==> src/inv9_pkg.sv <==
// Shared constants, types and pipeline latencies of the nine-point inverse transform lane.
`default_nettype none
package inv9_pkg;

	localparam int unsigned MODULUS_DEF = 3457;
	localparam int unsigned IN_W        = 16;
	localparam int unsigned OUT_W       = 12;
	localparam int unsigned CFG_W       = 12;
	localparam int unsigned CFG_AW      = 2;
	localparam int unsigned N_COEF      = 9;
	localparam int unsigned N_LANE      = 3;
	localparam int unsigned S_TDATA_W   = ((IN_W * N_COEF + 7) / 8) * 8;
	localparam int unsigned M_TDATA_W   = ((OUT_W * N_COEF + 7) / 8) * 8;

	// Cycles through each pipelined unit.
	localparam int unsigned LAT_RED   = 2;
	localparam int unsigned LAT_BFLY  = LAT_RED + 3;
	localparam int unsigned LAT_TW    = LAT_RED + 2;
	localparam int unsigned LAT_TOTAL = LAT_RED + 2 * LAT_BFLY + LAT_TW + 1;

	typedef enum logic [CFG_AW-1:0] {
		REG_KAPPA   = 2'd0,
		REG_RHO     = 2'd1,
		REG_RHO_INV = 2'd2
	} cfg_reg_t;

	typedef logic signed [CFG_W-1:0] factor_t;

	typedef struct packed {
		factor_t kappa;
		factor_t rho;
		factor_t rho_inv;
	} cfg_t;

endpackage
`default_nettype wire

==> src/inv9_red.sv <==
// Two-stage reciprocal-multiply reduction of a signed word to a centered residue.
`default_nettype none
module inv9_red #(
	parameter int unsigned MODULUS = inv9_pkg::MODULUS_DEF,
	parameter int unsigned W       = inv9_pkg::IN_W
) (
	input  wire logic                                 clk,
	input  wire logic                                 en,
	input  wire logic signed [W-1:0]                  x,
	output logic signed [$clog2(MODULUS)-1:0]         r
);

	localparam int unsigned RW   = $clog2(MODULUS);
	localparam int unsigned HALF = (MODULUS - 1) / 2;
	localparam logic signed [W:0]   RECIP  = (W+1)'((longint'(1) << W) / longint'(MODULUS));
	localparam logic signed [W+1:0] MOD_C  = (W+2)'(MODULUS);
	localparam logic signed [W+1:0] HALF_C = (W+2)'(HALF);

	logic signed [W-1:0]  x_s1;
	logic signed [2*W:0]  prod_s1;
	logic signed [W:0]    quot;
	logic signed [W+1:0]  rem0;
	logic signed [W+1:0]  rem_c;
	logic signed [RW-1:0] r_s2;

	always_ff @(posedge clk) begin
		if (en) begin
			x_s1    <= x;
			prod_s1 <= x * RECIP;
		end
	end

	// The quotient estimate is off by at most one either way, so the
	// remainder lies in [-Q, 2Q) and one of four offsets centers it.
	always_comb begin
		quot = prod_s1[2*W:W];
		rem0 = (W+2)'(x_s1) - (W+2)'(quot * MOD_C);
		priority if (rem0 > HALF_C + MOD_C) begin
			rem_c = rem0 - MOD_C - MOD_C;
		end else if (rem0 > HALF_C) begin
			rem_c = rem0 - MOD_C;
		end else if (rem0 < -HALF_C) begin
			rem_c = rem0 + MOD_C;
		end else begin
			rem_c = rem0;
		end
	end

	always_ff @(posedge clk) begin
		if (en) begin
			r_s2 <= RW'(rem_c);
		end
	end

	assign r = r_s2;

endmodule
`default_nettype wire

==> config.mk <==
export PLATFORM = sky130hd
export DESIGN_NAME = inv9_red
export DESIGN_NICKNAME = d
export VERILOG_FILES = /design/src/inv9_pkg.sv /design/src/inv9_red.sv
export SDC_FILE = /design/constraint.sdc
export NUM_CORES = 1
export LEC_CHECK = 0
export ABC_CLOCK_PERIOD_IN_PS = 9200
export BUFFER_PORTS_ARGS = -buffer_cell sky130_fd_sc_hd__buf_2
export CAP_MARGIN = 5
export CORE_MARGIN = 2
export CORE_UTILIZATION = 45
export CTS_CLUSTER_SIZE = 40
export DETAILED_ROUTE_END_ITERATION = 6
export GPL_TIMING_DRIVEN = 0
export HOLD_SLACK_MARGIN = 0.03
export SETUP_SLACK_MARGIN = 0.3
export SLEW_MARGIN = 15
export SYNTH_ARGS = -nofsm -noshare
export SYNTH_HDL_FRONTEND = slang
export SYNTH_SLANG_ARGS = --single-unit
==> constraint.sdc <==
create_clock -name clk -period 9.2 [get_ports clk]
set_input_delay 0.92 -clock clk [delete_from_list [all_inputs] [get_ports clk]]
set_output_delay 0.92 -clock clk [all_outputs]
set_load 0.02 [all_outputs]
After elaboration in Yosys (flattened, before gate mapping):

Cells that the tools add are included.
W data, S select, Z words.

* flip-flop bits (word level): 49
* word-level logic and storage cells: 15

* add/subtract/negate cells: 4
* multiply operators: 2
* magnitude comparators: 3
* mux-type cells: 3

Operators with widths (number)
* $mux W12: 3
* $sub A12 B11 Y12 const B: 2
* $mul A16 B5 Y21 const B: 1
* $gt A18 B12 Y1 const B: 1
* $gt A18 B14 Y1 const B: 1
* $lt A18 B12 Y1 const B: 1
* $mul A6 B13 Y18 const B: 1
* $sub A16 B18 Y18: 1
* $add A12 B11 Y12 const B: 1

Logic depth before layout (Yosys ltp):

* depth after elaboration: 6
* depth in mapped cells: 23
* depth with buffers taken out: 20

Least setup slack after synthesis:

OpenSTA, ideal clock, no wires.

* path type: flip-flop to flip-flop
* start: register, netlist name prod_s1[21]
* end: register r_s2[3], in the netlist r[3] (data pin)
* data arrival time: 5.117 ns
* data required time: 8.936 ns
* path slack: 3.819 ns
* cell stages (with the launch flop): 23
* clock period less this slack: 5.381 ns
* cells stage by stage: edfxtp_1 inv_1 ha_1 inv_1 ha_1 inv_1 fa_1 inv_1 fa_1 inv_1 ha_1 buf_2 a21oi_1 nand3_1 and2_1 and2_4 buf_6 or3_4 a2111o_1 nor2_1 mux2_2 a311oi_2 xnor2_1

* cells in the longest elaborated chain, start to end: 6
* elaborated cells on any way between the ends: 8
* classes of those cells: add/sub (1); mul (1); order compare (3); mux (3)

RTL lines
* $mul A6 B13 Y18 *: line inv9_red.sv:37 `rem0 = (W+2)'(x_s1) - (W+2)'(quot * MOD_C);`
* $sub A16 B18 Y18 *: line inv9_red.sv:37
* $lt A18 B12 Y1: line inv9_red.sv:42 `end else if (rem0 < -HALF_C) begin`
* $mux W12: line inv9_red.sv:42
* $mux W12: line inv9_red.sv:40 `end else if (rem0 > HALF_C) begin`
* $mux W12 *: line inv9_red.sv:38 `priority if (rem0 > HALF_C + MOD_C) begin`
* net rem_c[3]: line inv9_red.sv:23 `logic signed [W+1:0] rem_c;`
* end signal, assigned: line inv9_red.sv:51 `r_s2 <= RW'(rem_c);`
* end, declared: line inv9_red.sv:24 `logic signed [RW-1:0] r_s2;`

The timed path passes the listed nets; every way through them passes the cells marked *.
A chain may end at the register's enable or synchronous reset.

Worst setup path after layout:

* start: register, netlist name prod_s1[21]
* end: register r_s2[6], in the netlist r[6] (data pin)

* cells in the longest elaborated chain, start to end: 6
* elaborated cells on any way between the ends: 11
* classes of those cells: add/sub (4); mul (1); order compare (3); mux (3)

RTL lines (line)
* $mul A6 B13 Y18 *: inv9_red.sv:37
* $sub A16 B18 Y18 *: inv9_red.sv:37
* parallel branches: the longest is 3 deep, another holds $sub A12 B11 Y12
* $mux W12 *: inv9_red.sv:38
* net rem_c[6]: inv9_red.sv:23

Mark *: on every way through the listed nets, which the timed path passes.

==> results.sh <==
export IMPL_status="finished clean"
export IMPL_antenna_found_initial=0
export IMPL_layout_nets=645
export IMPL_synthesis_area_sq_um=4720
export IMPL_clkTransAtPathRegs_ns=0.07
export IMPL_dr_pass1_iters=4
export IMPL_rsz0062_at_grt="false"
export IMPL_yosysTopAreaCellShare_pct=21.6
export IMPL_h_tree_depth=2
export IMPL_synth_edf_count=34
export IMPL_hold_class="in -> reg"
export IMPL_drt_total_wl_um=9840
export IMPL_cts_resized=0
export IMPL_grt_max_degree=35
export IMPL_worst_pin_slew_ns=0.949
export IMPL_antenna_cells=0
export IMPL_die_height_um=106
export IMPL_coreArea_sq_um=10300
export IMPL_final_cell_mix="ha_1, inv_1, edfxtp_1"
export IMPL_row_count=37
export IMPL_clock_path_buffers=2
export IMPL_slowest_delay_ns=0.61
export IMPL_vias_per_cell=5.47
export IMPL_async_flop_share_pct=0
export IMPL_yosys_warnings=0
export IMPL_fin_crit_ns=5.85
export IMPL_crit_path_start_kind="flip-flop"
export IMPL_tritoncts_num_buffers=5
export IMPL_max_cap_viol_count=0
export IMPL_yosys_top_cells_area="edfxtp_1, ha_1, fa_1"
export IMPL_required_ns=9.24
export IMPL_portBuffers=29
export IMPL_drc=0
export IMPL_place_gp_congestion=0.909
export IMPL_synth_nets=609
export IMPL_setup_viol=0
export IMPL_cp_end_kind="flip-flop"
export IMPL_clk_latency_ns=0.30
export IMPL_vias=3651
export IMPL_synth_ff_type="edfxtp_1"
export IMPL_synth_seq_area_share_pct=21.6
export IMPL_finalHoldViolations=0
export IMPL_path_max_fanout=10
export IMPL_gr_total_overflow=0
export IMPL_hpwl_um=8090
export IMPL_tritoncts="yes"
export IMPL_critPathSlowestCell="edfxtp_1"
export IMPL_drt_wirelength_per_cell_um=14.8
export IMPL_die_w_um=106
export IMPL_first_iter_violations=209
export IMPL_postCtsHoldBufs=0
export IMPL_post_cts_buffers=0
export IMPL_cp_top_family="adder cells"
export IMPL_grt_pass1_wl_um=17700
export IMPL_grt_pass1_vias=3755
export IMPL_syn_avg_cell_area_sq_um=9.56
export IMPL_fin_crit_sh_pct=63.6
export IMPL_maxSlewHeadroom_pct=35.7
export IMPL_synthCells=494
export IMPL_drive_gt1_share_pct=12.6
export IMPL_r2r_setup_slack_ns=3.35
export IMPL_synth_cell_types=80
export IMPL_finClkSkew_ns=0.00687
export IMPL_postRouteAntennaNets=0
export IMPL_track_usage_pct=19.2
export IMPL_slew_violations=0
export IMPL_clockRootBuffer="clkbuf_8"
export IMPL_area_growth_pct=9.48
export IMPL_start_util_pct=46.0
export IMPL_max_freq_mhz=171
export IMPL_path_class="reg -> reg"
export IMPL_arrival_ns=5.89
export IMPL_ys_seq_elements=34
export IMPL_final_common_cell="ha_1"
export IMPL_dieArea_sq_um=11300
export IMPL_cts_num_sinks=34
export IMPL_cp_common_cell="inv_1"
export IMPL_tns_ns=0
export IMPL_num_io_pins=30
export IMPL_worstPathCellList="inv_1 > ha_1 > inv_1 > ha_1 > inv_1 > fa_1 > inv_1 > fa_1 > inv_1 > ha_1 > buf_2 > a21oi_1 > nand3_1 > and2_1 > and2_4 > buf_6 > or3_4 > a2111o_1 > nor4_1 > o21bai_2 > a21oi_2 > xnor2_1"
export IMPL_synth_top_area_cell="edfxtp_1"
export IMPL_critPathBufInv=7
[sequential cells by signal (all words and copies together) (netlist names)]
register,flops
prod_s1,6
x_s1,16
r,12
[per-stage QoR]
stage                     area [sq um]  setup slack, ns  std cells  hold slack [ns]  utilization (%)
after floorplan                   4720             3.82        494             1.01                -
final                             5170             3.35        667            0.819             50.3
after detailed placement          5040             3.37        659             1.12             49.0
after CTS                         5170             3.39        667            0.805             50.3
after global routing              5170             2.98        667            0.815             50.3
after global placement            5040             3.38        659             1.12             49.0
[routing by layer]
| metal | part of all wire, % | GRT usage (%) | wire, um |
|---|---|---|---|
| met1 | 50 | 26.5 | 4940 |
| met2 | 47 | 32.2 | 4590 |
| met3 | 2.4 | 1.84 | 236 |
| met4 | 0.83 | 5.38 | 82 |
| met5 | 0 | 0 | 0 |
[synth_stat cells, drive strengths merged, types with 8 or more instances]
library cell / instances
ha: 79
inv: 74
edfxtp: 34
nand2: 29
xnor2: 27
a21oi: 26
o21ai: 22
nor2: 19
fa: 18
mux2i: 9
a21o: 8
and2: 8
clkbuf: 8
nand3: 8
[cell type report]
type / instances / area [sq um]
Inverter: 74 / 278
Clock inverter: 3 / 63.8
Multi-Input combinational cell: 375 / 3370
Clock buffer: 5 / 68.8
Sequential cell: 34 / 1020
Timing Repair Buffer: 29 / 145
Buffer: 11 / 57.6
Fill cell: 1020 / 5110
Tap cell: 136 / 170
[final timing paths]
path	start	to	cells past startpoint
setup / recovery	prod_s1[21]$_DFFE_PP_	r[6]$_DFFE_PP_	22
hold / removal	x[0]	x_s1[0]$_DFFE_PP_	1
setup reg to reg	prod_s1[21]$_DFFE_PP_	r[6]$_DFFE_PP_	22
hold reg to reg	x_s1[0]$_DFFE_PP_	r[0]$_DFFE_PP_	4
[logic make-up after synthesis]
group / Yosys count / synth area share, %
AO/OA/AOI/OAI: 118 / 19.7
AND/OR/NAND/NOR: 112 / 13.4
adder cells (fa/ha/maj): 98 / 28.8
buffers and inverters: 85 / 7.10
XOR/XNOR: 35 / 6.78
flip-flops: 34 / 21.6
multiplexers: 12 / 2.62
Power is not shown: default switching activity piles up to over one toggle a cycle in this logic, so the estimate is an artifact.
