### config.mk
export PLATFORM = sky130hd
export DESIGN_NAME = inv9_twist
export DESIGN_NICKNAME = d
export VERILOG_FILES = /design/src/inv9_pkg.sv /design/src/inv9_red.sv /design/src/inv9_twist.sv
export SDC_FILE = /design/constraint.sdc
export NUM_CORES = 2
export LEC_CHECK = 0
export BUFFER_PORTS_ARGS = -buffer_cell sky130_fd_sc_hd__buf_2
export CAP_MARGIN = 20
export CORE_MARGIN = 1.5
export CORE_UTILIZATION = 70
export CTS_CLUSTER_DIAMETER = 100
export DETAILED_ROUTE_END_ITERATION = 10
export GPL_TIMING_DRIVEN = 0
export PLACE_DENSITY = 0.95
export SYNTH_ARGS = -nofsm -noshare
export SYNTH_HDL_FRONTEND = slang
export SYNTH_SLANG_ARGS = --single-unit
### constraint.sdc
create_clock -name clk -period 9.85 [get_ports clk]
set_clock_uncertainty 0.1 [all_clocks]
set_input_delay 0.985 -clock clk [delete_from_list [all_inputs] [get_ports clk]]
set_output_delay 0.985 -clock clk [all_outputs]
set_load 0.01 [all_outputs]
### src/inv9_pkg.sv
// Shared constants, types and pipeline latencies of the nine-point inverse transform lane.
`default_nettype none
package inv9_pkg;

	localparam int unsigned MODULUS_DEF = 3457;
	localparam int unsigned IN_W        = 16;
	localparam int unsigned OUT_W       = 12;
	localparam int unsigned CFG_W       = 12;
	localparam int unsigned CFG_AW      = 2;
	localparam int unsigned N_COEF      = 9;
	localparam int unsigned N_LANE      = 3;
	localparam int unsigned S_TDATA_W   = ((IN_W * N_COEF + 7) / 8) * 8;
	localparam int unsigned M_TDATA_W   = ((OUT_W * N_COEF + 7) / 8) * 8;

	// Cycles through each pipelined unit.
	localparam int unsigned LAT_RED   = 2;
	localparam int unsigned LAT_BFLY  = LAT_RED + 3;
	localparam int unsigned LAT_TW    = LAT_RED + 2;
	localparam int unsigned LAT_TOTAL = LAT_RED + 2 * LAT_BFLY + LAT_TW + 1;

	typedef enum logic [CFG_AW-1:0] {
		REG_KAPPA   = 2'd0,
		REG_RHO     = 2'd1,
		REG_RHO_INV = 2'd2
	} cfg_reg_t;

	typedef logic signed [CFG_W-1:0] factor_t;

	typedef struct packed {
		factor_t kappa;
		factor_t rho;
		factor_t rho_inv;
	} cfg_t;

endpackage
`default_nettype wire

### src/inv9_red.sv
// Two-stage reciprocal-multiply reduction of a signed word to a centered residue.
`default_nettype none
module inv9_red #(
	parameter int unsigned MODULUS = inv9_pkg::MODULUS_DEF,
	parameter int unsigned W       = inv9_pkg::IN_W
) (
	input  wire logic                                 clk,
	input  wire logic                                 en,
	input  wire logic signed [W-1:0]                  x,
	output logic signed [$clog2(MODULUS)-1:0]         r
);

	localparam int unsigned RW   = $clog2(MODULUS);
	localparam int unsigned HALF = (MODULUS - 1) / 2;
	localparam logic signed [W:0]   RECIP  = (W+1)'((longint'(1) << W) / longint'(MODULUS));
	localparam logic signed [W+1:0] MOD_C  = (W+2)'(MODULUS);
	localparam logic signed [W+1:0] HALF_C = (W+2)'(HALF);

	logic signed [W-1:0]  x_s1;
	logic signed [2*W:0]  prod_s1;
	logic signed [W:0]    quot;
	logic signed [W+1:0]  rem0;
	logic signed [W+1:0]  rem_c;
	logic signed [RW-1:0] r_s2;

	always_ff @(posedge clk) begin
		if (en) begin
			x_s1    <= x;
			prod_s1 <= x * RECIP;
		end
	end

	// The quotient estimate is off by at most one either way, so the
	// remainder lies in [-Q, 2Q) and one of four offsets centers it.
	always_comb begin
		quot = prod_s1[2*W:W];
		rem0 = (W+2)'(x_s1) - (W+2)'(quot * MOD_C);
		priority if (rem0 > HALF_C + MOD_C) begin
			rem_c = rem0 - MOD_C - MOD_C;
		end else if (rem0 > HALF_C) begin
			rem_c = rem0 - MOD_C;
		end else if (rem0 < -HALF_C) begin
			rem_c = rem0 + MOD_C;
		end else begin
			rem_c = rem0;
		end
	end

	always_ff @(posedge clk) begin
		if (en) begin
			r_s2 <= RW'(rem_c);
		end
	end

	assign r = r_s2;

endmodule
`default_nettype wire

### src/inv9_twist.sv
// Untwist lane: multiplies the b and c residues of a row triple by their factors.
`default_nettype none
module inv9_twist #(
	parameter int unsigned MODULUS = inv9_pkg::MODULUS_DEF
) (
	input  wire logic                                clk,
	input  wire logic                                en,
	input  wire inv9_pkg::factor_t                   tw_b,
	input  wire inv9_pkg::factor_t                   tw_c,
	input  wire logic signed [$clog2(MODULUS)-1:0]   a,
	input  wire logic signed [$clog2(MODULUS)-1:0]   b,
	input  wire logic signed [$clog2(MODULUS)-1:0]   c,
	output logic signed [$clog2(MODULUS)-1:0]        a_out,
	output logic signed [$clog2(MODULUS)-1:0]        b_out,
	output logic signed [$clog2(MODULUS)-1:0]        c_out
);

	localparam int unsigned RW  = $clog2(MODULUS);
	localparam int unsigned PW  = inv9_pkg::CFG_W + RW;
	localparam int unsigned DLY = inv9_pkg::LAT_RED + 1;

	logic signed [PW-1:0] pb_s1, pc_s1;
	logic signed [RW-1:0] rb, rc;
	logic signed [RW-1:0] a_q [DLY];
	logic signed [RW-1:0] b_q [DLY];
	logic signed [RW-1:0] c_q [DLY];
	logic signed [RW-1:0] a_s4, b_s4, c_s4;

	always_ff @(posedge clk) begin
		if (en) begin
			pb_s1 <= tw_b * b;
			pc_s1 <= tw_c * c;
		end
	end

	inv9_red #(
		.MODULUS (MODULUS),
		.W       (PW)
	) u_red_b (
		.clk (clk),
		.en  (en),
		.x   (pb_s1),
		.r   (rb)
	);

	inv9_red #(
		.MODULUS (MODULUS),
		.W       (PW)
	) u_red_c (
		.clk (clk),
		.en  (en),
		.x   (pc_s1),
		.r   (rc)
	);

	always_ff @(posedge clk) begin
		if (en) begin
			a_q[0] <= a;
			b_q[0] <= b;
			c_q[0] <= c;
			for (int i = 1; i < DLY; i++) begin
				a_q[i] <= a_q[i-1];
				b_q[i] <= b_q[i-1];
				c_q[i] <= c_q[i-1];
			end
		end
	end

	// A zero factor leaves the residue untouched instead of zeroing it.
	always_ff @(posedge clk) begin
		if (en) begin
			a_s4 <= a_q[DLY-1];
			b_s4 <= (tw_b == '0) ? b_q[DLY-1] : rb;
			c_s4 <= (tw_c == '0) ? c_q[DLY-1] : rc;
		end
	end

	assign a_out = a_s4;
	assign b_out = b_s4;
	assign c_out = c_s4;

endmodule
`default_nettype wire
# Yosys cells after proc, flatten, opt, wreduce, memory -nomap -nowiden
# Memory sizes are Yosys's and may differ from the RTL's. A register that Yosys moved wholly into a read port is not among the register bits.
# Cells that the tools add are included.
# Widths: inputs -> output; s select.
[word_totals] regBits=220 latch_bits=0 ramBits=108 mem_bits_ro=0 input_bits=62 out_inout_bits=36 wordCells=45 memories=3
[mem_list] name="a_q" words=3 word_bits=12 rd=3 rd_ports_with_merged_regs=1 write_ports=3 line="inv9_twist.sv:24" text="logic signed [RW-1:0] a_q [DLY];"
[mem_list] name="b_q" words=3 word_bits=12 rd=3 rd_ports_with_merged_regs=0 write_ports=3 line="inv9_twist.sv:25" text="logic signed [RW-1:0] b_q [DLY];"
[mem_list] name="c_q" words=3 word_bits=12 rd=3 rd_ports_with_merged_regs=0 write_ports=3 line="inv9_twist.sv:26" text="logic signed [RW-1:0] c_q [DLY];"
[op_classes] add_sub_neg=8 mul=6 div=0 n_lt_le_gt_ge=6 n_eq_ne=0 n_shift=0 mux=10 bitwise_logic=0 reduce_logical=2
[ops] op="$mux 12" count=8
[ops] op="$mul 24x14->38 const B" count=2
[ops] op="$gt 26x12->1 const B" count=2
[ops] op="$gt 26x14->1 const B" count=2
[ops] op="$lt 26x12->1 const B" count=2
[ops] op="$mul 14x13->26 const B" count=2
[ops] op="$sub 24x26->26" count=2
[ops] op="$mul 12x12->24" count=2
[ops] op="$sub 12x11->12 const B" count=4
[ops] op="$add 12x11->12 const B" count=2
[ops] op="$logic_not 12->1" count=2
[ops] op="$mux 1" count=2

# Longest topological paths before layout
[logic_depth] word_depth=6 mapped_depth=25 depth_no_buf=24

# By module
# A second synthesis with hierarchy kept.
[unflattened] cells_unflattened=4087 hier_area_um2=43525.5
[by_module_without_submodules] module="inv9_twist" instances=1 cells_per_inst=1467 area_each_um2=16892.5
[by_module_without_submodules] module="inv9_red (u_red_c)" instances=1 cells_per_inst=1330 area_each_um2=13437.9
[by_module_without_submodules] module="inv9_red (u_red_b)" instances=1 cells_per_inst=1290 area_each_um2=13195.2

# Least setup slack after synthesis
# Ideal clock, no wire load.
[synth_path] path_kind="register -> register" start="reg u_red_c.prod_s1[35]" end="reg u_red_c.r_s2[7] (netlist: u_red_c.r[7]), data pin" setup_time_ns=0.266 arrival_ns=6.044 path_slack_ns=3.439 stages_incl_launch_ff=24 path_buffers=2 synth_period_minus_slack_ns=6.411 cell_sequence="edfxtp_1 -> ha_1 -> ha_1 -> inv_1 -> fa_1 -> fa_1 -> inv_1 -> fa_1 -> fa_1 -> inv_1 -> ha_1 -> clkbuf_1 -> a21oi_1 -> o21ai_0 -> or2_2 -> nor4b_1 -> a221oi_1 -> nor4_1 -> o2111ai_1 -> o21ai_1 -> buf_2 -> nor2_1 -> xnor2_1 -> o221ai_2"
[synth_via] elab_chain_cells=6
[synth_rtl] element="start: declaration" line="inv9_red.sv:20" text="logic signed [2*W:0] prod_s1;"
[synth_rtl] element="start signal: assignment" line="inv9_red.sv:29" text="prod_s1 <= x * RECIP;"
[synth_rtl] element="$mul 14x13->26 *" line="inv9_red.sv:37" text="rem0 = (W+2)'(x_s1) - (W+2)'(quot * MOD_C);"
[synth_rtl] element="$sub 24x26->26 *" line="inv9_red.sv:37"
[synth_rtl] element="$lt 26x12->1" line="inv9_red.sv:42" text="end else if (rem0 < -HALF_C) begin"
[synth_rtl] element="$mux 12" line="inv9_red.sv:42"
[synth_rtl] element="$mux 12" line="inv9_red.sv:40" text="end else if (rem0 > HALF_C) begin"
[synth_rtl] element="$mux 12 *" line="inv9_red.sv:38" text="priority if (rem0 > HALF_C + MOD_C) begin"
[synth_rtl] element="net u_red_c.rem_c[7]" line="inv9_red.sv:23" text="logic signed [W+1:0] rem_c;"
[synth_rtl] element="end signal: assignment" line="inv9_red.sv:51" text="r_s2 <= RW'(rem_c);"
[synth_rtl] element="end: declaration" line="inv9_red.sv:24" text="logic signed [RW-1:0] r_s2;"
# Mark *: on every way through the listed nets, which the timed path passes. The rest lies on a longest branch.
# A chain may end at the register's enable or synchronous reset.

# Worst setup path after layout
[layout_path] start="reg u_red_c.prod_s1[29]" end="reg u_red_c.r_s2[11] (netlist: u_red_c.r[11]), data pin"
[layout_via] elab_chain_cells=6
[layout_rtl] element="$mul 14x13->26 *" line="inv9_red.sv:37"
[layout_rtl] element="$sub 24x26->26 *" line="inv9_red.sv:37"
[layout_rtl] element="parallel branches: the longest is 3 deep, another holds $sub 12x11->12"
[layout_rtl] element="$mux 12 *" line="inv9_red.sv:38"
[layout_rtl] element="net u_red_c.rem_c[11]" line="inv9_red.sv:23"
# Mark *: on every way through the listed nets, which the timed path passes.

==> flow_summary.yaml <==
clocking:
  cts_root_buf: "clkbuf_16"
  clock_latency_ns: 0.59
  clk_pin_slew_worst_paths_ns: 0.06
  cts_resized: 0
  post_cts_buffers: 0
  cts_tree: "built"
  cts.sinks: 292
  cts_inserted_buffers: 34
  htree_levels: 2
  clock_path_buffers: 3
  cts_hold_buffers: 0
sta:
  fin_crit_sh_pct: 77.8
  tightest_slew_ns: 0.857
  max_freq_mhz: 130
  fin_setup_tns_ns: 0
  maxSlewViolCount: 0
  setup_viol: 0
  period_minus_slack_ns: 7.66
  fin_hold_ws_ns: 0.293
  relSlewSlack_pct: 42.9
  rsz0062_at_grt: "false"
  hold_viol_final: 0
floorplanning:
  start_util_pct: 70.6
  rows: 91
  ioPinCount: 98
  dieArea_um2: 63500
  die_h_um: 252
  fp.dieW_um: 252
  core_area_um2: 61500
route:
  drtAntennaViolNets: 0
  dr.pass1.iters: 6
  wire_per_inst_um: 23.4
  num_vias: 32500
  drt-total-wl_mm: 119
  route.detailed.drc: 0
  initialDrtViolationCount: 3007
  avgViaCountPerCell: 6.39
finish:
  final_nets: 5670
  area_delta_synth_final_pct: 6.26
  drive_gt1_share_pct: 5.22
  instances_no_fill: 5088
setup_path:
  cp-start-kind: "flop"
  cp.required_ns: 10.04
  slowest_stage: "fa_1"
  crit_path_end: "u_red_c.r[11]"
  r2r-start: "u_red_c.prod_s1[29]"
  crit_chain: "ha_1, ha_1, inv_1, fa_1, fa_1, inv_1, fa_1, fa_1, inv_1, ha_1, clkbuf_1, and4_1, clkbuf_1, o2111ai_1, and2_1, a221oi_1, nand4_1, nor4b_2, a31o_2, buf_2, o32a_1, o21a_1, xnor2_1"
  crit_type: "flop to flop"
  r2r_setup_slack_ns: 2.19
  r2r-end: "u_red_c.r[11]"
  max_stage_delay_ns: 0.66
  rr_worst_depth: 23
  cp-startpoint: "u_red_c.prod_s1[29]"
  cp-end-kind: "flop"
  path_max_fanout: 9
  cp_common_cell: "fa_1"
  crit_arrival_ns: 7.85
placed_design:
  gp_congestion: 0.983
  io_buffer_count: 97
  dp_hpwl_mm: 86.1
  dp_cells: 5023
synth:
  avgSynthCellArea_um2: 10.5
  yosys_warnings: 0
  synth_edf_count: 292
  synth_cell_types: 92
  syn_nets: 5532
  synthCells: 4132
  ys_seq_area_share_pct: 20.2
  ys.flop_type: "edfxtp_1"
  async_reset_ff_share_pct: 0
  netlist_area_um2: 43400
  ys_seq_elements: 292
global_route:
  grt_max_degree: 141
  grt_antenna_before_repair: 5
  track_usage_pct: 39.0
  grt_pass1_vias: 36317
  grt_overflow_total: 0
  grt_first_pass_wirelength_mm: 190
job:
  maxCapViolations: 0
status:
  status: "complete, no violations"
worst_hold_path:
  hold_class: "flop to flop"
## cells in the mapped netlist (5+ instances only)
| cell type | instances | area, µm² |
|---|---|---|
| o31a_1 | 7 | 61.3 |
| o2111ai_1 | 12 | 105 |
| o21a_1 | 23 | 173 |
| nor2b_1 | 15 | 93.8 |
| a22oi_1 | 5 | 37.5 |
| nor4b_1 | 5 | 43.8 |
| and2_1 | 127 | 795 |
| inv_1 | 1047 | 3930 |
| xor2_1 | 35 | 307 |
| and4_1 | 7 | 61.3 |
| ha_1 | 666 | 8330 |
| a221oi_1 | 6 | 52.6 |
| o21ai_1 | 14 | 70.1 |
| nor4_1 | 16 | 100 |
| and3_1 | 12 | 75.1 |
| fa_1 | 672 | 13500 |
| mux2i_1 | 12 | 120 |
| a211oi_1 | 15 | 113 |
| o211ai_1 | 18 | 135 |
| nor3_1 | 45 | 225 |
| clkbuf_1 | 66 | 248 |
| nor2_1 | 104 | 390 |
| nand2b_1 | 30 | 188 |
| nand4_1 | 17 | 106 |
| nand2_1 | 251 | 942 |
| o21bai_1 | 7 | 52.6 |
| xnor2_1 | 135 | 1180 |
| a21oi_1 | 95 | 475 |
| a211o_1 | 13 | 114 |
| or3_1 | 14 | 87.6 |
| o31ai_1 | 12 | 90.1 |
| o22ai_1 | 7 | 43.8 |
| nand3_1 | 46 | 230 |
| mux2_2 | 27 | 304 |
| o21ai_0 | 72 | 360 |
| nor3b_1 | 6 | 45.0 |
| edfxtp_1 | 292 | 8770 |
| a21o_1 | 45 | 338 |
| or2_2 | 16 | 100 |
| buf_2 | 8 | 40.0 |
| a21boi_0 | 5 | 37.5 |
| a31oi_1 | 20 | 125 |
## sequential cells by signal, summed over array words and instances (netlist names)
| name | flops |
|---|---|
| b_q | 36 |
| a_out | 12 |
| u_red_c.prod_s1 | 16 |
| pc_s1 | 24 |
| u_red_c.x_s1 | 22 |
| u_red_c.r | 12 |
| u_red_b.prod_s1 | 14 |
| u_red_b.r | 12 |
| b_out | 12 |
| c_q | 36 |
| a_q | 36 |
| u_red_b.x_s1 | 24 |
| pb_s1 | 24 |
| c_out | 12 |
## metal layers
layer | GRT usage [%] | part of all wire, %
met5 | 0.309 | 0.0076
met4 | 30.8 | 9.6
met3 | 12.8 | 10
met2 | 64.1 | 48
met1 | 41.4 | 32
## area by class of cell
type	count	area [µm²]
clock inverters	18	225
inverters	1049	3940
diodes	7	17.5
plain buffers	78	318
clock buffers	39	870
well taps	790	988
flip-flops and latches	292	8770
fillers	3284	15400
multi-input cells	2713	30400
repair buffers	102	613
## cell usage in the layout (no fill, tap or decap), drive strengths merged, types with 35 or more instances in the layout
| cell type | count |
|---|---|
| o21ai | 86 |
| inv | 1053 |
| fa | 672 |
| nand2 | 252 |
| clkbuf | 106 |
| ha | 666 |
| xor2 | 35 |
| nor2 | 104 |
| edfxtp | 292 |
| a21oi | 95 |
| buf | 113 |
| nand3 | 47 |
| xnor2 | 135 |
| a21o | 45 |
| and2 | 127 |
| nor3 | 45 |
## worst min path at each step
stage	from	end	slack, ns	cells after the start
floorplan	a_q[2][0]	a_out[0]	0.30	0
global placement	a_q[1][10]	a_q[2][10]	0.30	0
detailed placement	a_q[1][0]	a_q[2][0]	0.30	0
CTS	b_q[0][17]	b_q[0][29]	0.30	0
global route	b_q[0][17]	b_q[0][29]	0.31	0
finish	b_q[0][17]	b_q[0][29]	0.29	0
## logic make-up (layout without fill, tap and decap cells)
kind of cell | Yosys count | after routing | synth area share [%]
AO/OA/AOI/OAI | 433 | 433 | 6.89
XOR/XNOR | 170 | 170 | 3.43
adder cells (fa/ha/maj) | 1338 | 1338 | 50.2
buffers and inverters | 1127 | 1286 | 9.81
flip-flops | 292 | 292 | 20.2
multiplexers | 39 | 39 | 0.978
other | 0 | 7 | 0
AND/OR/NAND/NOR | 733 | 733 | 8.46
## worst max-delay path: cells and delay by family, from the launching register on
kind | cells | cell delay (ns)
AND/OR/NAND/NOR | 4 | 1.00
XOR/XNOR | 1 | 0.26
flip-flops | 1 | 0.54
buffers and inverters | 6 | 1.02
AO/OA/AOI/OAI | 5 | 1.28
adder cells (fa/ha/maj) | 7 | 3.17
## metrics by stage
stage | utilization, % | area (µm²) | setup slack, ns
CTS | 74.9 | 46100 | 2.40
detailed placement | 73.2 | 45000 | 2.26
finish | 75.0 | 46100 | 2.19
floorplan | - | 43400 | 3.44
global route | 75.0 | 46100 | 1.91
global placement | 73.0 | 44900 | 2.58
Power is left out: the tool's default activity adds up to more than one toggle a clock period on the data nets, which glitch-free logic cannot reach.
