`src/inv9_pkg.sv`:
```
// Shared constants, types and pipeline latencies of the nine-point inverse transform lane.
`default_nettype none
package inv9_pkg;

	localparam int unsigned MODULUS_DEF = 3457;
	localparam int unsigned IN_W        = 16;
	localparam int unsigned OUT_W       = 12;
	localparam int unsigned CFG_W       = 12;
	localparam int unsigned CFG_AW      = 2;
	localparam int unsigned N_COEF      = 9;
	localparam int unsigned N_LANE      = 3;
	localparam int unsigned S_TDATA_W   = ((IN_W * N_COEF + 7) / 8) * 8;
	localparam int unsigned M_TDATA_W   = ((OUT_W * N_COEF + 7) / 8) * 8;

	// Cycles through each pipelined unit.
	localparam int unsigned LAT_RED   = 2;
	localparam int unsigned LAT_BFLY  = LAT_RED + 3;
	localparam int unsigned LAT_TW    = LAT_RED + 2;
	localparam int unsigned LAT_TOTAL = LAT_RED + 2 * LAT_BFLY + LAT_TW + 1;

	typedef enum logic [CFG_AW-1:0] {
		REG_KAPPA   = 2'd0,
		REG_RHO     = 2'd1,
		REG_RHO_INV = 2'd2
	} cfg_reg_t;

	typedef logic signed [CFG_W-1:0] factor_t;

	typedef struct packed {
		factor_t kappa;
		factor_t rho;
		factor_t rho_inv;
	} cfg_t;

endpackage
`default_nettype wire

```
`src/inv9_red.sv`:
```
// Two-stage reciprocal-multiply reduction of a signed word to a centered residue.
`default_nettype none
module inv9_red #(
	parameter int unsigned MODULUS = inv9_pkg::MODULUS_DEF,
	parameter int unsigned W       = inv9_pkg::IN_W
) (
	input  wire logic                                 clk,
	input  wire logic                                 en,
	input  wire logic signed [W-1:0]                  x,
	output logic signed [$clog2(MODULUS)-1:0]         r
);

	localparam int unsigned RW   = $clog2(MODULUS);
	localparam int unsigned HALF = (MODULUS - 1) / 2;
	localparam logic signed [W:0]   RECIP  = (W+1)'((longint'(1) << W) / longint'(MODULUS));
	localparam logic signed [W+1:0] MOD_C  = (W+2)'(MODULUS);
	localparam logic signed [W+1:0] HALF_C = (W+2)'(HALF);

	logic signed [W-1:0]  x_s1;
	logic signed [2*W:0]  prod_s1;
	logic signed [W:0]    quot;
	logic signed [W+1:0]  rem0;
	logic signed [W+1:0]  rem_c;
	logic signed [RW-1:0] r_s2;

	always_ff @(posedge clk) begin
		if (en) begin
			x_s1    <= x;
			prod_s1 <= x * RECIP;
		end
	end

	// The quotient estimate is off by at most one either way, so the
	// remainder lies in [-Q, 2Q) and one of four offsets centers it.
	always_comb begin
		quot = prod_s1[2*W:W];
		rem0 = (W+2)'(x_s1) - (W+2)'(quot * MOD_C);
		priority if (rem0 > HALF_C + MOD_C) begin
			rem_c = rem0 - MOD_C - MOD_C;
		end else if (rem0 > HALF_C) begin
			rem_c = rem0 - MOD_C;
		end else if (rem0 < -HALF_C) begin
			rem_c = rem0 + MOD_C;
		end else begin
			rem_c = rem0;
		end
	end

	always_ff @(posedge clk) begin
		if (en) begin
			r_s2 <= RW'(rem_c);
		end
	end

	assign r = r_s2;

endmodule
`default_nettype wire

```
`src/inv9_bfly.sv`:
```
// One radix-3 inverse butterfly lane on centered residues.
`default_nettype none
module inv9_bfly #(
	parameter int unsigned MODULUS = inv9_pkg::MODULUS_DEF
) (
	input  wire logic                                clk,
	input  wire logic                                en,
	input  wire inv9_pkg::factor_t                   kappa,
	input  wire logic signed [$clog2(MODULUS)-1:0]   a,
	input  wire logic signed [$clog2(MODULUS)-1:0]   b,
	input  wire logic signed [$clog2(MODULUS)-1:0]   c,
	output logic signed [$clog2(MODULUS)-1:0]        a_out,
	output logic signed [$clog2(MODULUS)-1:0]        b_out,
	output logic signed [$clog2(MODULUS)-1:0]        c_out
);

	localparam int unsigned RW   = $clog2(MODULUS);
	localparam int unsigned PW   = inv9_pkg::CFG_W + RW;
	localparam int unsigned HALF = (MODULUS - 1) / 2;
	localparam logic signed [RW+1:0] MOD_X  = (RW+2)'(MODULUS);
	localparam logic signed [RW+1:0] HALF_X = (RW+2)'(HALF);

	// Centers a value that lies within one modulus of the centered range.
	function automatic logic signed [RW-1:0] fold(input logic signed [RW+1:0] v);
		logic signed [RW+1:0] w;
		if (v > HALF_X) begin
			w = v - MOD_X;
		end else if (v < -HALF_X) begin
			w = v + MOD_X;
		end else begin
			w = v;
		end
		return RW'(w);
	endfunction

	logic signed [RW-1:0] s_s1, d_s1, t_s1;
	logic signed [PW-1:0] prod_s2;
	logic signed [RW-1:0] u_s2, a_s2;
	logic signed [RW-1:0] u_q [inv9_pkg::LAT_RED];
	logic signed [RW-1:0] a_q [inv9_pkg::LAT_RED];
	logic signed [RW-1:0] p;
	logic signed [RW-1:0] a_s5, b_s5, c_s5;

	always_ff @(posedge clk) begin
		if (en) begin
			s_s1 <= fold((RW+2)'(b) + (RW+2)'(c));
			d_s1 <= fold((RW+2)'(b) - (RW+2)'(c));
			t_s1 <= fold((RW+2)'(a) + (RW+2)'(a));
		end
	end

	// t + 2s stays within three half-moduli, so a single fold suffices.
	always_ff @(posedge clk) begin
		if (en) begin
			prod_s2 <= kappa * d_s1;
			u_s2    <= fold((RW+2)'(t_s1) - (RW+2)'(s_s1));
			a_s2    <= fold((RW+2)'(t_s1) + (RW+2)'(s_s1) + (RW+2)'(s_s1));
		end
	end

	inv9_red #(
		.MODULUS (MODULUS),
		.W       (PW)
	) u_red (
		.clk (clk),
		.en  (en),
		.x   (prod_s2),
		.r   (p)
	);

	always_ff @(posedge clk) begin
		if (en) begin
			u_q[0] <= u_s2;
			a_q[0] <= a_s2;
			for (int i = 1; i < inv9_pkg::LAT_RED; i++) begin
				u_q[i] <= u_q[i-1];
				a_q[i] <= a_q[i-1];
			end
		end
	end

	always_ff @(posedge clk) begin
		if (en) begin
			a_s5 <= a_q[inv9_pkg::LAT_RED-1];
			b_s5 <= fold((RW+2)'(u_q[inv9_pkg::LAT_RED-1]) + (RW+2)'(p));
			c_s5 <= fold((RW+2)'(u_q[inv9_pkg::LAT_RED-1]) - (RW+2)'(p));
		end
	end

	assign a_out = a_s5;
	assign b_out = b_s5;
	assign c_out = c_s5;

endmodule
`default_nettype wire

```
`config.mk`:
```
export PLATFORM = sky130hd
export DESIGN_NAME = inv9_bfly
export DESIGN_NICKNAME = d
export VERILOG_FILES = /design/src/inv9_pkg.sv /design/src/inv9_red.sv /design/src/inv9_bfly.sv
export SDC_FILE = /design/constraint.sdc
export NUM_CORES = 2
export LEC_CHECK = 0
export BUFFER_PORTS_ARGS = -buffer_cell sky130_fd_sc_hd__buf_4
export CAP_MARGIN = 25
export CORE_UTILIZATION = 30
export DETAILED_ROUTE_END_ITERATION = 10
export GPL_TIMING_DRIVEN = 0
export PLACE_DENSITY = 0.45
export SETUP_SLACK_MARGIN = 0.4
export SLEW_MARGIN = 30
export SYNTH_ARGS = -nofsm -noshare
export SYNTH_HDL_FRONTEND = slang
export SYNTH_SLANG_ARGS = --single-unit
```
`constraint.sdc`:
```
create_clock -name clk -period 9.65 [get_ports clk]
set_input_delay 1.4475 -clock clk [delete_from_list [all_inputs] [get_ports clk]]
set_output_delay 1.4475 -clock clk [all_outputs]
set_load 0.05 [all_outputs]
```
* Word-level counts from Yosys, hierarchy flattened
Memories as Yosys holds them, arrays and structs flattened. A register that Yosys moved wholly into a read port is not among the register bits.
Cells that the tools add are included.
** Storage, ports and cells
- Bits of input ports :: 50
- Memories kept :: 2
- Word-level logic and storage cells :: 78
- Output and inout bits :: 36
- Bits in registers :: 182
- Bits in writable memories :: 48
** Cells by class
- $add $sub $neg :: 26
- Multiply operators :: 3
- Muxes and demuxes :: 19
- Order comparisons :: 17
** Memories
- a_q :: words 2, width 12, read ports 2, clocked after Yosys merged registers in 1, wr ports 2, line inv9_bfly.sv:40 : logic signed [RW-1:0] a_q [inv9_pkg::LAT_RED];
- u_q :: words 2, width 12, read ports 2, clocked after Yosys merged registers in 0, wr ports 2, line inv9_bfly.sv:39 : logic signed [RW-1:0] u_q [inv9_pkg::LAT_RED];
** Operators with widths (number)
- 12-bit 2-to-1 mux :: 17
- 12-bit by 11-bit subtractor with 12-bit output (second input constant) :: 9
- 12-bit by 11-bit adder with 12-bit output (second input constant) :: 8
- 13-bit by 12-bit greater-than comparator with 1-bit output (second input constant) :: 6
- 13-bit by 12-bit < comparator with 1-bit output (second input constant) :: 6
- 12-bit by 12-bit adder with 13-bit output :: 4
- 12-bit by 12-bit subtractor with 13-bit output :: 3
- 24-bit by 14-bit multiplier with 38-bit output (second input constant) :: 1
- 26-bit by 12-bit greater-than comparator with 1-bit output (second input constant) :: 1
- 26-bit by 14-bit greater-than comparator with 1-bit output (second input constant) :: 1
- 26-bit by 12-bit < comparator with 1-bit output (second input constant) :: 1
- 14-bit by 13-bit multiplier with 26-bit output (second input constant) :: 1
- 24-bit by 26-bit subtractor with 26-bit output :: 1
- 12-bit by 12-bit multiplier with 24-bit output :: 1
- 13-bit by 12-bit adder with 14-bit output :: 1
- 14-bit by 12-bit greater-than comparator with 1-bit output (second input constant) :: 1
- 14-bit by 12-bit < comparator with 1-bit output (second input constant) :: 1
- 1-bit 2-to-1 mux :: 2

* Longest topological paths before layout
- Depth after elaboration :: 6
- Gate-level depth with buffers :: 25

* Cells and area by module
Synthesis repeated with hierarchy kept, for this count alone.
** Second synthesis, totals
- Cell total of the unflattened synthesis :: 3200
- Area total of the unflattened synthesis :: 31246.2 um^2
** By module, submodules not included
- inv9_bfly :: area each 17939.7 um^2, instances 1, cells an instance 1877
- inv9_red :: area each 13306.5 um^2, instances 1, cells an instance 1323

* Worst setup path before layout
No wires, ideal clock.
- Path kind :: input to register
- Start :: input port kappa[4]
- End :: register prod_s2[22], data pin
- Arrival :: 6.513 ns
- Buffers on the path :: 1
- Cell stages on the path :: 22
- Slack :: 2.880 ns
- Data required time :: 9.393 ns
- Library setup time :: 0.257 ns
- Cell sequence :: clkbuf_1 > nand2_1 > fa_1 > inv_1 > ha_1 > fa_1 > ha_1 > inv_1 > fa_1 > inv_1 > ha_1 > a21o_1 > a21oi_1 > o21ai_0 > a21oi_1 > o21ai_0 > a211oi_1 > nor2_1 > o41a_1 > a41o_1 > o41a_1 > xor2_1
** Between the ends
- Word-level cells in the longest chain between the ends :: 1
** Ends and longest elaborated chain
- from (decl) :: line inv9_bfly.sv:8 : input wire inv9_pkg::factor_t kappa,
- 12-bit by 12-bit multiplier with 24-bit output :: line inv9_bfly.sv:55 : prod_s2 <= kappa * d_s1;
- to (signal assigned) :: line inv9_bfly.sv:55
- to (decl) :: line inv9_bfly.sv:37 : logic signed [PW-1:0] prod_s2;
No other way between the ends.
A chain may end at the register's enable or synchronous reset.

* Worst setup path after layout
- Start :: register u_red.prod_s1[28]
- End :: register u_red.r_s2[11] (netlist: u_red.r[11]), data pin
** Between the ends
- Word-level cells in the longest chain between the ends :: 6
- Elaborated cells on any way between the ends :: 11
- Those cells by class :: 4 x add/sub; 1 x mul; 3 x order compare; 3 x mux
** Ends and longest elaborated chain
- from (decl) :: line inv9_red.sv:20 : logic signed [2*W:0] prod_s1;
- from (signal assigned) :: line inv9_red.sv:29 : prod_s1 <= x * RECIP;
- 14-bit by 13-bit multiplier with 26-bit output * :: line inv9_red.sv:37 : rem0 = (W+2)'(x_s1) - (W+2)'(quot * MOD_C);
- 24-bit by 26-bit subtractor with 26-bit output * :: line inv9_red.sv:37
- branches (longest 3 deep; another with 12-bit by 11-bit subtractor with 12-bit output)
- 12-bit 2-to-1 mux * :: line inv9_red.sv:38 : priority if (rem0 > HALF_C + MOD_C) begin
- net u_red.rem_c[11] :: line inv9_red.sv:23 : logic signed [W+1:0] rem_c;
- to (signal assigned) :: line inv9_red.sv:51 : r_s2 <= RW'(rem_c);
- to (decl) :: line inv9_red.sv:24 : logic signed [RW-1:0] r_s2;
Mark *: on every way through the listed nets, which the timed path passes.

==> PnR_summary.wiki <==
{| class="wikitable"
! Metric !! Value
|-
| Crit path capture type || flop
|-
| Setup Slack @ Placement || 1.99 ns
|-
| Period minus WS final || 7.19 ns
|-
| Synthesized-area fraction occupied by adder cells || 40.3%
|-
| Buffers inserted by post-CTS timing repair || 0
|-
| Final critical-path share of the clock period || 74.5%
|-
| Relative slew slack || 35.7%
|-
| Pin count of the biggest net entering global routing || 80
|-
| Std-Cell Rows || 116
|-
| Setup repair after global routing missed its margin || no
|-
| Post-CTS Hold Buffers || 0
|-
| Die area || 102000 sq um
|-
| Primary FF master, synth || edfxtp_1
|-
| Initial cell density of the core || 30.2%
|-
| Worst setup path category || reg2reg
|-
| Netlist Area Pre-Place || 30200 sq um
|-
| R2R Setup Slk || 2.46 ns
|-
| Number of detailed-route iterations in the first pass || 5
|-
| Average via count per standard cell || 4.66
|-
| Detailed-placement wirelength estimate || 56600 um
|-
| Clock slew at the register clock pins of the worst setup and hold paths || 0.06 ns
|-
| Achievable frequency || 0.139 GHz
|-
| TritonCTS Sinks || 218
|-
| Area of the placeable core || 99900 sq um
|-
| Total inserted antenna cells || 0
|-
| Number of H-tree levels || 1
|-
| Leftover overflow at the end of global routing || 0
|-
| Cell area after placement || 32600 sq um
|-
| Worst Setup Start Kind || flop
|-
| Mux share of post-synthesis cell area || 0.472%
|-
| Port Buf Inserts || 85
|-
| Total of max-cap violations || 0
|-
| I/O pin count || 86
|-
| Clock tree from TritonCTS || yes
|-
| Outcome || complete, no violations
|-
| Overall die height || 319 um
|-
| Post-detailed-route wirelength per cell || 15.3 um
|-
| Number of gates given a new drive strength after cts || 0
|-
| Top fanout value on the critical path || 8
|-
| Final critical-path setup slack || 2.46 ns
|-
| Layout cells sized above 1 || 5.79%
|-
| Root buffer cell || clkbuf_16
|-
| Final Setup Violations || 0
|-
| Layout Area Growth over Synthesis || 10.8%
|-
| Worst min-delay path category || reg2reg
|-
| Final instance area || 33500 sq um
|-
| Post-route DRC violation count || 0
|-
| Clock insertion delay at the later pin of the skew report || 0.58 ns
|-
| Initial drt markers || 870
|-
| Vias || 20.9k
|-
| Share of synthesized registers carrying an async set or reset || 0%
|-
| Antenna violation net count after detailed routing || 0
|-
| Post-Synthesis Cells || 3054
|-
| Final Net Count || 3991
|-
| Number of distinct library cells after synthesis || 94
|-
| Worst slew pin tran || 0.962 ns
|-
| Largest family of logic cells by synthesized area || adder cells
|-
| Final slew viol count || 0
|-
| Setup TNS || 0 ns
|-
| Placer congestion estimate || 0.833
|-
| Part of the Yosys area used for sequential elements || 21.7%
|-
| Antenna violations before repair || 2
|-
| Crit path arrival time || 7.49 ns
|-
| Mean instance size in the synthesized netlist || 9.89 sq um
|-
| Synthesized flop and latch total || 218
|-
| Die Width || 319 um
|-
| Synthesized net count || 3872
|-
| Number of flops mapped to enable cells by yosys || 218
|-
| Max clock buf depth || 3
|-
| Number of buffers created by CTS || 28
|-
| Global router's overall resource usage || 13.7%
|-
| Final number of hold-violating endpoints || 0
|-
| Final Routed Wirelength || 68700 um
|-
| Basic-gate share of the synthesized area counting and, or, nand and nor cells || 11.4%
|-
| Required time worst endpoint || 9.95 ns
|-
| Number of synthesis warnings || 0
|-
| Final setup skew || 0.0163 ns
|-
| First-pass GRT wire length || 114000 um
|-
| Number of global-route vias before repair || 21.7k
|-
| Compound-Gate Fraction of Synth Area || 12.0%
|-
| Xor/xnor share of the synthesized area || 6.06%
|}
-- cell families after synthesis --
group | after synthesis
AO/OA/AOI/OAI | 517
XOR/XNOR | 208
adder cells (fa/ha/maj) | 768
buffers and inverters | 641
flip-flops | 218
multiplexers | 14
AND/OR/NAND/NOR | 688
-- placed cells by master, fill, tap and decap left out, types with 72 or more instances in the layout --
cell / n
nor2_1: 135
xnor2_1: 154
a21oi_1: 99
inv_1: 577
o21ai_0: 84
buf_4: 84
nand2_1: 185
edfxtp_1: 218
fa_1: 342
nor3_1: 72
ha_1: 426
-- metrics by stage --
stage / instances / util [%] / hold WS [ns]
detailed placement: 4441 / 32.6 / 0.405
floorplan: 3054 / - / 0.400
global route: 4492 / 33.5 / 0.416
finish: 4492 / 33.5 / 0.418
global placement: 4437 / 32.5 / 0.402
CTS: 4492 / 33.5 / 0.411
-- layer usage --
layer	vias to the layer above	routed length, um	global-route usage (%)
met3	69	1940	1.57
met1	10000	33700	18.8
li1	10600	-	-
met4	4	1200	2.57
met2	258	31800	23.1
met5	-	27	0
-- critical path, stage by stage, from the launching register on --
cell and delay, ns:
edfxtp_1 0.54, ha_1 0.35, ha_1 0.27, inv_1 0.06, fa_1 0.51, fa_1 0.55, inv_1 0.05, fa_1 0.50
fa_1 0.54, inv_1 0.04, ha_1 0.34, nand2_1 0.18, nor2_1 0.10, a311o_1 0.40, a221o_1 0.34, or2_1 0.23
buf_6 0.13, xor2_1 0.16, or4_4 0.56, nor3_4 0.39, a21oi_2 0.22, nor3b_1 0.42, a221oi_2 0.06
-- sequential cells by signal, summed over array words and instances, names as in the netlist --
name           count
a_out             12
a_q               24
a_s2              12
b_out             12
c_out             12
d_s1              12
prod_s2           24
s_s1              12
t_s1              12
u_q               24
u_red.prod_s1     14
u_red.r           12
u_red.x_s1        24
u_s2              12
-- synthesized netlist by cell type, types with 18 or more instances --
cell / n / area (sq um)
nor2_1: 135 / 507
nor2b_1: 18 / 113
a211oi_1: 24 / 180
edfxtp_1: 218 / 6550
fa_1: 342 / 6850
o21a_1: 24 / 180
nand3_1: 49 / 245
xnor2_1: 156 / 1370
o211ai_1: 24 / 180
and3_1: 21 / 131
or3_1: 21 / 131
xor2_1: 51 / 447
o22ai_1: 20 / 125
a21oi_1: 99 / 495
and2_1: 70 / 438
inv_1: 577 / 2170
a21o_1: 37 / 278
nand2b_1: 30 / 188
a31oi_1: 29 / 181
nand2_1: 185 / 694
o21ai_0: 84 / 420
ha_1: 426 / 5330
clkbuf_1: 50 / 188
nor3_1: 72 / 360
-- cell type report --
class | instances | area (sq um)
clock buffers | 32 | 737
fillers | 10300 | 66400
flip-flops and latches | 218 | 6550
plain buffers | 63 | 265
well taps | 1298 | 1620
inverters | 578 | 2170
multi-input cells | 2195 | 21200
clock inverters | 19 | 155
repair buffers | 89 | 727
-- path summary, 6_finish.rpt --
check               startpoint          end  cells after the start
min                  u_q[0][0]   u_q[0][12]                      0
min reg2reg          u_q[0][0]   u_q[0][12]                      0
max          u_red.prod_s1[28]  u_red.r[11]                     22
max reg2reg  u_red.prod_s1[28]  u_red.r[11]                     22
Power is left out: the tool's default activity adds up to more than one toggle a clock period on the data nets, which glitch-free logic cannot reach.
